[config.mk]
export PLATFORM = sky130hd
export DESIGN_NAME = etds_ctrl
export DESIGN_NICKNAME = d
export VERILOG_FILES = /design/src/sv/etds_pkg.sv /design/src/sv/etds_ctrl.sv
export SDC_FILE = /design/constraint.sdc
export NUM_CORES = 1
export LEC_CHECK = 0
export BUFFER_PORTS_ARGS = -buffer_cell sky130_fd_sc_hd__clkbuf_2
export CAP_MARGIN = 20
export CORE_MARGIN = 2
export CORE_UTILIZATION = 40
export CTS_CLUSTER_SIZE = 24
export DETAILED_ROUTE_END_ITERATION = 6
export GPL_TIMING_DRIVEN = 0
export PLACE_DENSITY = 0.84
export SKIP_LAST_GASP = 1
export SYNTH_ARGS = -nofsm -noshare
export SYNTH_HDL_FRONTEND = slang
export SYNTH_SLANG_ARGS = --single-unit
[constraint.sdc]
create_clock -name i_clk -period 1.3 [get_ports i_clk]
set_input_delay 0.065 -clock i_clk [delete_from_list [all_inputs] [get_ports i_clk]]
set_output_delay 0.065 -clock i_clk [all_outputs]
set_load 0.02 [all_outputs]
[src/sv/etds_pkg.sv]
// Shared constants, op codes and controller/datapath interface types for the trace recorder.
package etds_pkg;

    localparam int RING_DEPTH_DEF   = 256;
    localparam int MARKER_COUNT_DEF = 16;

    localparam logic [2:0] OP_START   = 3'd0;
    localparam logic [2:0] OP_END     = 3'd1;
    localparam logic [2:0] OP_INSTANT = 3'd2;
    localparam logic [2:0] OP_QUERY   = 3'd3;
    localparam logic [2:0] OP_CLEAR   = 3'd4;

    typedef struct packed {
        logic acc;
        logic wr_en;
        logic wr_start;
        logic wr_latched;
        logic clr;
        logic q_init;
        logic walk;
        logic div_start;
        logic sort_init;
        logic sort_rd_i;
        logic sort_ld_v;
        logic sort_shift;
        logic sort_place;
        logic med_rd0;
        logic med_rd1;
        logic med_calc;
        logic out_ld;
        logic out_logged;
        logic out_q;
    } t_cmd;

    typedef struct packed {
        logic rec_ok;
        logic walk_done;
        logic n_zero;
        logic i_done;
        logic gt;
        logic j_one;
        logic div_done;
    } t_stat;

endpackage

[src/sv/etds_ctrl.sv]
// Sequencer for record, clear and query items, including the scratch insertion sort.
module etds_ctrl (
    input  logic           i_clk,
    input  logic           i_rst_n,
    input  logic           i_in_valid,
    output logic           o_in_stall,
    input  logic [2:0]     i_op,
    output logic           o_out_valid,
    input  logic           i_out_stall,
    input  etds_pkg::t_stat i_stat,
    output etds_pkg::t_cmd  o_cmd
);
    import etds_pkg::*;

    typedef enum logic [3:0] {
        S_IDLE, S_INST2, S_WALK, S_SORT_I, S_SORT_V, S_SORT_C, S_SORT_W,
        S_MED_A, S_MED_B, S_MED_C, S_DIVW
    } t_state;

    t_state r_state, n_state;
    logic   r_out_valid;
    logic   s_ready;
    logic   s_acc;

    assign s_ready     = (r_state == S_IDLE) && (!r_out_valid || !i_out_stall);
    assign s_acc       = i_in_valid && s_ready;
    assign o_in_stall  = !s_ready;
    assign o_out_valid = r_out_valid;

    // decode commands and next state
    always_comb begin
        o_cmd   = '0;
        n_state = r_state;
        case (r_state)
            S_IDLE: begin
                if (s_acc) begin
                    o_cmd.acc = 1'b1;
                    case (i_op)
                        OP_START, OP_END: begin
                            o_cmd.wr_en      = i_stat.rec_ok;
                            o_cmd.wr_start   = (i_op == OP_START);
                            o_cmd.out_ld     = 1'b1;
                            o_cmd.out_logged = i_stat.rec_ok;
                        end
                        OP_INSTANT: begin
                            if (i_stat.rec_ok) begin
                                o_cmd.wr_en    = 1'b1;
                                o_cmd.wr_start = 1'b1;
                                n_state        = S_INST2;
                            end else begin
                                o_cmd.out_ld = 1'b1;
                            end
                        end
                        OP_QUERY: begin
                            o_cmd.q_init = 1'b1;
                            n_state      = S_WALK;
                        end
                        OP_CLEAR: begin
                            o_cmd.clr    = 1'b1;
                            o_cmd.out_ld = 1'b1;
                        end
                        default: begin
                            o_cmd.out_ld = 1'b1;
                        end
                    endcase
                end
            end
            S_INST2: begin
                o_cmd.wr_en      = 1'b1;
                o_cmd.wr_latched = 1'b1;
                o_cmd.out_ld     = 1'b1;
                o_cmd.out_logged = 1'b1;
                n_state          = S_IDLE;
            end
            S_WALK: begin
                o_cmd.walk = 1'b1;
                if (i_stat.walk_done) begin
                    if (i_stat.n_zero) begin
                        o_cmd.out_ld = 1'b1;
                        o_cmd.out_q  = 1'b1;
                        n_state      = S_IDLE;
                    end else begin
                        o_cmd.div_start = 1'b1;
                        o_cmd.sort_init = 1'b1;
                        n_state         = S_SORT_I;
                    end
                end
            end
            S_SORT_I: begin
                if (i_stat.i_done) begin
                    n_state = S_MED_A;
                end else begin
                    o_cmd.sort_rd_i = 1'b1;
                    n_state         = S_SORT_V;
                end
            end
            S_SORT_V: begin
                o_cmd.sort_ld_v = 1'b1;
                n_state         = S_SORT_C;
            end
            S_SORT_C: begin
                if (i_stat.gt) begin
                    o_cmd.sort_shift = 1'b1;
                    if (i_stat.j_one) begin
                        n_state = S_SORT_W;
                    end
                end else begin
                    o_cmd.sort_place = 1'b1;
                    n_state          = S_SORT_I;
                end
            end
            S_SORT_W: begin
                o_cmd.sort_place = 1'b1;
                n_state          = S_SORT_I;
            end
            S_MED_A: begin
                o_cmd.med_rd0 = 1'b1;
                n_state       = S_MED_B;
            end
            S_MED_B: begin
                o_cmd.med_rd1 = 1'b1;
                n_state       = S_MED_C;
            end
            S_MED_C: begin
                o_cmd.med_calc = 1'b1;
                n_state        = S_DIVW;
            end
            S_DIVW: begin
                if (i_stat.div_done) begin
                    o_cmd.out_ld = 1'b1;
                    o_cmd.out_q  = 1'b1;
                    n_state      = S_IDLE;
                end
            end
            default: begin
                n_state = S_IDLE;
            end
        endcase
    end

    // hold state and the result beat flag
    always_ff @(posedge i_clk) begin
        if (!i_rst_n) begin
            r_state     <= S_IDLE;
            r_out_valid <= 1'b0;
        end else begin
            r_state <= n_state;
            if (o_cmd.out_ld) begin
                r_out_valid <= 1'b1;
            end else if (!i_out_stall) begin
                r_out_valid <= 1'b0;
            end
        end
    end
endmodule

### After elaboration in Yosys (flattened, before gate mapping)

Cells that the tools add are included.

| cells by class | value |
|---|---|
| equality and inequality tests | 21 |
| reductions and logical operators | 10 |
| mux-type cells | 46 |

Operator list:

| kind | number |
|---|---|
| case mux 4 bit (10 select lines) | 1 |
| two-way mux 4 bit | 6 |
| two-way mux 1 bit | 21 |
| == test 4 x 3 -> 1 bit, second input constant | 4 |
| two-way mux 2 bit | 8 |
| == test 4 bit, second input constant | 3 |
| case mux 1 bit (2 select lines) | 5 |
| == test 4 x 2 -> 1 bit, second input constant | 2 |
| case mux 4 bit (2 select lines) | 1 |
| == test 3 x 2 -> 1 bit, second input constant | 2 |
| two-way mux 3 bit | 2 |
| != test 2 bit, second input constant | 3 |
| != test 3 bit, second input constant | 2 |
| AND reduction 6 bit | 1 |
| == test 4 x 1 -> 1 bit, second input constant | 1 |
| zero test 4 bit | 1 |
| case mux 1 bit (4 select lines) | 1 |
| case mux 2 bit (2 select lines) | 1 |
| == test 3 x 1 -> 1 bit, second input constant | 1 |
| == test 3 bit, second input constant | 1 |
| zero test 1 bit | 3 |
| zero test 3 bit | 1 |
| != test 3 x 1 -> 1 bit, second input constant | 1 |
| logical AND 1 bit | 2 |
| 3 further kinds | 3 |

| word-level totals | value |
|---|---|
| word-level logic and storage cells | 79 |
| bits of input ports | 14 |
| register bits | 5 |

### Longest topological paths before layout

| depth | value |
|---|---|
| depth after elaboration | 7 |
| depth in mapped cells | 6 |
| mapped depth without buffers | 5 |

### Least setup slack after synthesis

OpenSTA, ideal clock, no wires.

| timing path | value |
|---|---|
| path kind | reg-to-output |
| from | reg r_state[2] |
| to | out o_cmd[11] in the netlist's numbering |
| arrival time | 1.847 ns |
| setup slack | -0.612 ns |
| cell stages (with the launch flop) | 7 |
| path buffers | 3 |
| data required time | 1.235 ns |
| path through | dfxtp_1 buf_2 buf_2 nand2b_1 nor3_1 and3b_1 buf_4 |

RTL lines:

| what | RTL line | text |
|---|---|---|
| from (decl) | etds_ctrl.sv:20 | `t_state r_state, n_state;` |
| from (signal assigned) | etds_ctrl.sv:147 | `r_state <= n_state;` |
| to (decl) | etds_ctrl.sv:11 | `output etds_pkg::t_cmd o_cmd` |

==> impl_metrics.json <==
{
  "synth_cells": 93,
  "clock-skew-final_ns": 0.004697,
  "synthMuxAreaShare_pct": 1.404,
  "outcome": "complete, but fails checks",
  "final_cell_mix": "buf_4, clkbuf_2, buf_8",
  "crit_type": "flop to primary output",
  "dr_wl_cell_um": 23.61,
  "antenna_found_initial": 0,
  "combinational_family_with_the_most_area_after_synthesis": "simple AND/OR/NAND/NOR gates",
  "synth-async-reset-ratio_pct": 0,
  "netlist-cell-type-count": 47,
  "use_met1_pct": 41.22,
  "first_pass_iters": 4,
  "drt_iter0_drc": 71,
  "p_int_mw": 1.553,
  "crit_start": "r_state[0]$_SDFFE_PN0P_",
  "critPathMaxFanout": 2,
  "grt_setup_unrepaired": "yes",
  "globalplace.congestion": 0.7957,
  "detailroute.via_count": 1136,
  "power_density_nw_per_um2": 1788,
  "cts_sinks": 5,
  "worst_slew_pin_slew_ns": 0.3517,
  "postSynthNetCount": 107,
  "grtUsageTotal_pct": 29.71,
  "timing.critical_path.cells": "buf_6 -> or4_4 -> nor3_4 -> nand2_2 -> o21bai_4 -> clkbuf_8",
  "clock_power_share_pct": 6.6,
  "timing_max_transition_violations_final": 0,
  "port_buffers": 34,
  "timing.slew.headroom_pct": 76.38,
  "mostFrequentLayoutCell": "buf_4",
  "die_h_um": 46.23,
  "cts_buffer_depth": 2,
  "die_x_um": 46.23,
  "fin_total_pwr_mw": 2.889,
  "stdcell_area_um2": 1615,
  "cts_tree": "yes",
  "die_area_um2": 2137,
  "nNetsFinal": 170,
  "ys_warn_count": 0,
  "clock-root-buffer": "clkbuf_4",
  "antennaDiodeCount": 0,
  "area_growth_pct": 126.5,
  "globalRouteMet2Util_pct": 47.22,
  "boundaryPins": 35,
  "critical-path-slowest-cell": "or4_4",
  "post-route-worst-setup-slack_ns": -0.5395,
  "critical_path.reg2reg.startpoint": "r_state[2]$_SDFFE_PN0P_",
  "fin_setup_tns_ns": -8.638,
  "post-dp-hpwl_um": 1605,
  "layout.area.seq_um2": 111.4,
  "grt_busiest_layer": "met2",
  "grt_first_pass_wirelength_um": 4512,
  "totalWireLength_um": 4250,
  "std_cell_rows": 15,
  "drv.max_cap_violation_count": 0,
  "drt-vias-per-instance": 6.311,
  "power_leakage_nw": 0.6839,
  "synth-seq-area-share_pct": 14.04,
  "slowest_delay_ns": 0.53,
  "cts_made_buffers": 3,
  "cp-start-kind": "flop",
  "critical_path_arrival_ns": 1.77,
  "nFillCells": 53,
  "post_synth_instance_area_um2": 713.2,
  "vdd_ir_drop_max_mv": 1.489,
  "synth_compound_gate_area_share_pct": 31.75,
  "hold_bufs_at_cts": 0,
  "total_switching_power_mw": 1.336,
  "hold_slack_ns": 0.1123,
  "min_period_over_period_pct": 141.5,
  "synth_xor_area_share_pct": 0,
  "hold_viol_final": 0,
  "synthSimpleGateAreaFrac_pct": 43.68,
  "worst-endpoint-required_ns": 1.24,
  "violations_in_the_final_reports": "negative setup slack",
  "worst_setup_path_end_kind": "primary output",
  "worst_hold_path_type": "primary input to flop",
  "core_footprint_um2": 1708,
  "insertion_delay_ns": 0.25,
  "multiInputGateArea_um2": 775.7,
  "first_global_vias": 923,
  "yosys.area_share.adder_pct": 0,
  "period_minus_slack_ns": 1.840,
  "hold_path.startpoint": "i_rst_n",
  "drive_above_1_share_pct": 70.32,
  "ys_ff_latch": 5,
  "switching_part_of_the_total_pct": 46.24,
  "clk_slew_on_worst_s_h_paths_ns": 0.05,
  "placed_area_um2": 1051,
  "share_of_total_power_in_combinational_logic_pct": 84.2,
  "postRouteAntennaNets": 0,
  "synth_enable_flop_cells": 0,
  "pin_count_of_the_biggest_net_entering_global_routing": 11,
  "clock_tree.htree_level_count": 1,
  "grt_use_met3_pct": 1.569,
  "flop_pwr_share_pct": 9.2,
  "grt-ovfl-total": 0,
  "achievable-frequency_mhz": 543.6,
  "dominantRegCellSynth": "dfxtp_1",
  "detail_route.drc_violations": 0,
  "initial_core_util_pct": 41.76,
  "syn_avg_cell_area_um2": 7.669,
  "placement.setup.worst_slack_ns": -0.3698,
  "setup_viol_count_final": 25
}
[power groups by stage]
stage | clock (mW) | sequential (mW) | combinational (mW)
6_report | 0.190 | 0.266 | 2.43
5_1_grt | 0.199 | 0.267 | 2.50
4_1_cts | 0.190 | 0.234 | 1.96
3_5_place_dp | 0 | 0.241 | 1.33
3_3_place_gp | 0 | 0.237 | 1.31
2_1_floorplan | 0 | 0.248 | 1.03
[repair_timing]
item / CTS / global route
gates cloned: 0 / 0
pin swaps: 19 / 9
buffers inserted: 17 / 11
setup endpoints to repair: 24 / 25
gates resized for setup: 55 / 38
[cell usage after synthesis, drive strengths merged (2+ instances only)]
cell | number | area share (%)
nand2b | 7 | 6.1
nand2 | 10 | 5.3
and3b | 2 | 2.5
and2 | 2 | 1.8
o21a | 3 | 3.2
nor3 | 6 | 4.9
nand3b | 2 | 2.1
buf | 8 | 8.1
nor2b | 2 | 1.8
nand3 | 2 | 2.1
o31a | 2 | 2.5
o21ai | 4 | 2.8
a2111oi | 2 | 3.5
nor3b | 2 | 2.8
nor2 | 7 | 3.7
dfxtp | 5 | 14
inv | 2 | 1.1
a21oi | 4 | 3.3
a211oi | 3 | 3.9
[cell families after synthesis]
| family | count (synthesis) |
|---|---|
| AOI/OAI and AO/OA | 28 |
| buffers and inverters | 10 |
| DFF | 5 |
| muxes | 1 |
| and+or+nand+nor | 49 |
[critical path, delay by kind of cell (launching register included)]
kind	cells	cell delay [ns]
and+or+nand+nor	3	0.80
DFF	1	0.32
buffers and inverters	2	0.27
AOI/OAI and AO/OA	1	0.13
[state kept, by name (all words and copies together) (netlist names)]
name	count
r_state	4
o_out_valid	1
[worst paths after layout]
kind                                            endpoint  slack, ns  cells past startpoint
worst min-delay path            o_out_valid$_SDFFE_PN0P_       0.11                      2
worst max-delay path                            o_cmd[1]      -0.54                      6
worst min register to register  o_out_valid$_SDFFE_PN0P_       0.61                      2
worst max register to register   r_state[2]$_SDFFE_PN0P_      -0.46                      6
[final cells by class]
cell class / instances / share of cell area, %
well taps: 25 / 1.936
multi-input cells: 78 / 48.02
plain buffers: 6 / 5.422
inverters: 2 / 0.6197
repair buffers: 60 / 35.48
clock buffers: 4 / 1.627
flip-flops and latches: 5 / 6.894
[routing by layer]
metal	share of wire (%)	vias to the layer above
li1	-	471
met1	39	553
met2	48	88
met3	7.9	24
met4	5.0	0
met5	0	-
[stage by stage]
step | std cells | utilization [%]
floorplan | 93 | -
global route | 180 | 94.58
detailed placement | 152 | 61.54
CTS | 173 | 85.79
global placement | 152 | 61.54
finish | 180 | 94.58
(Power assumes the default switching activity.)
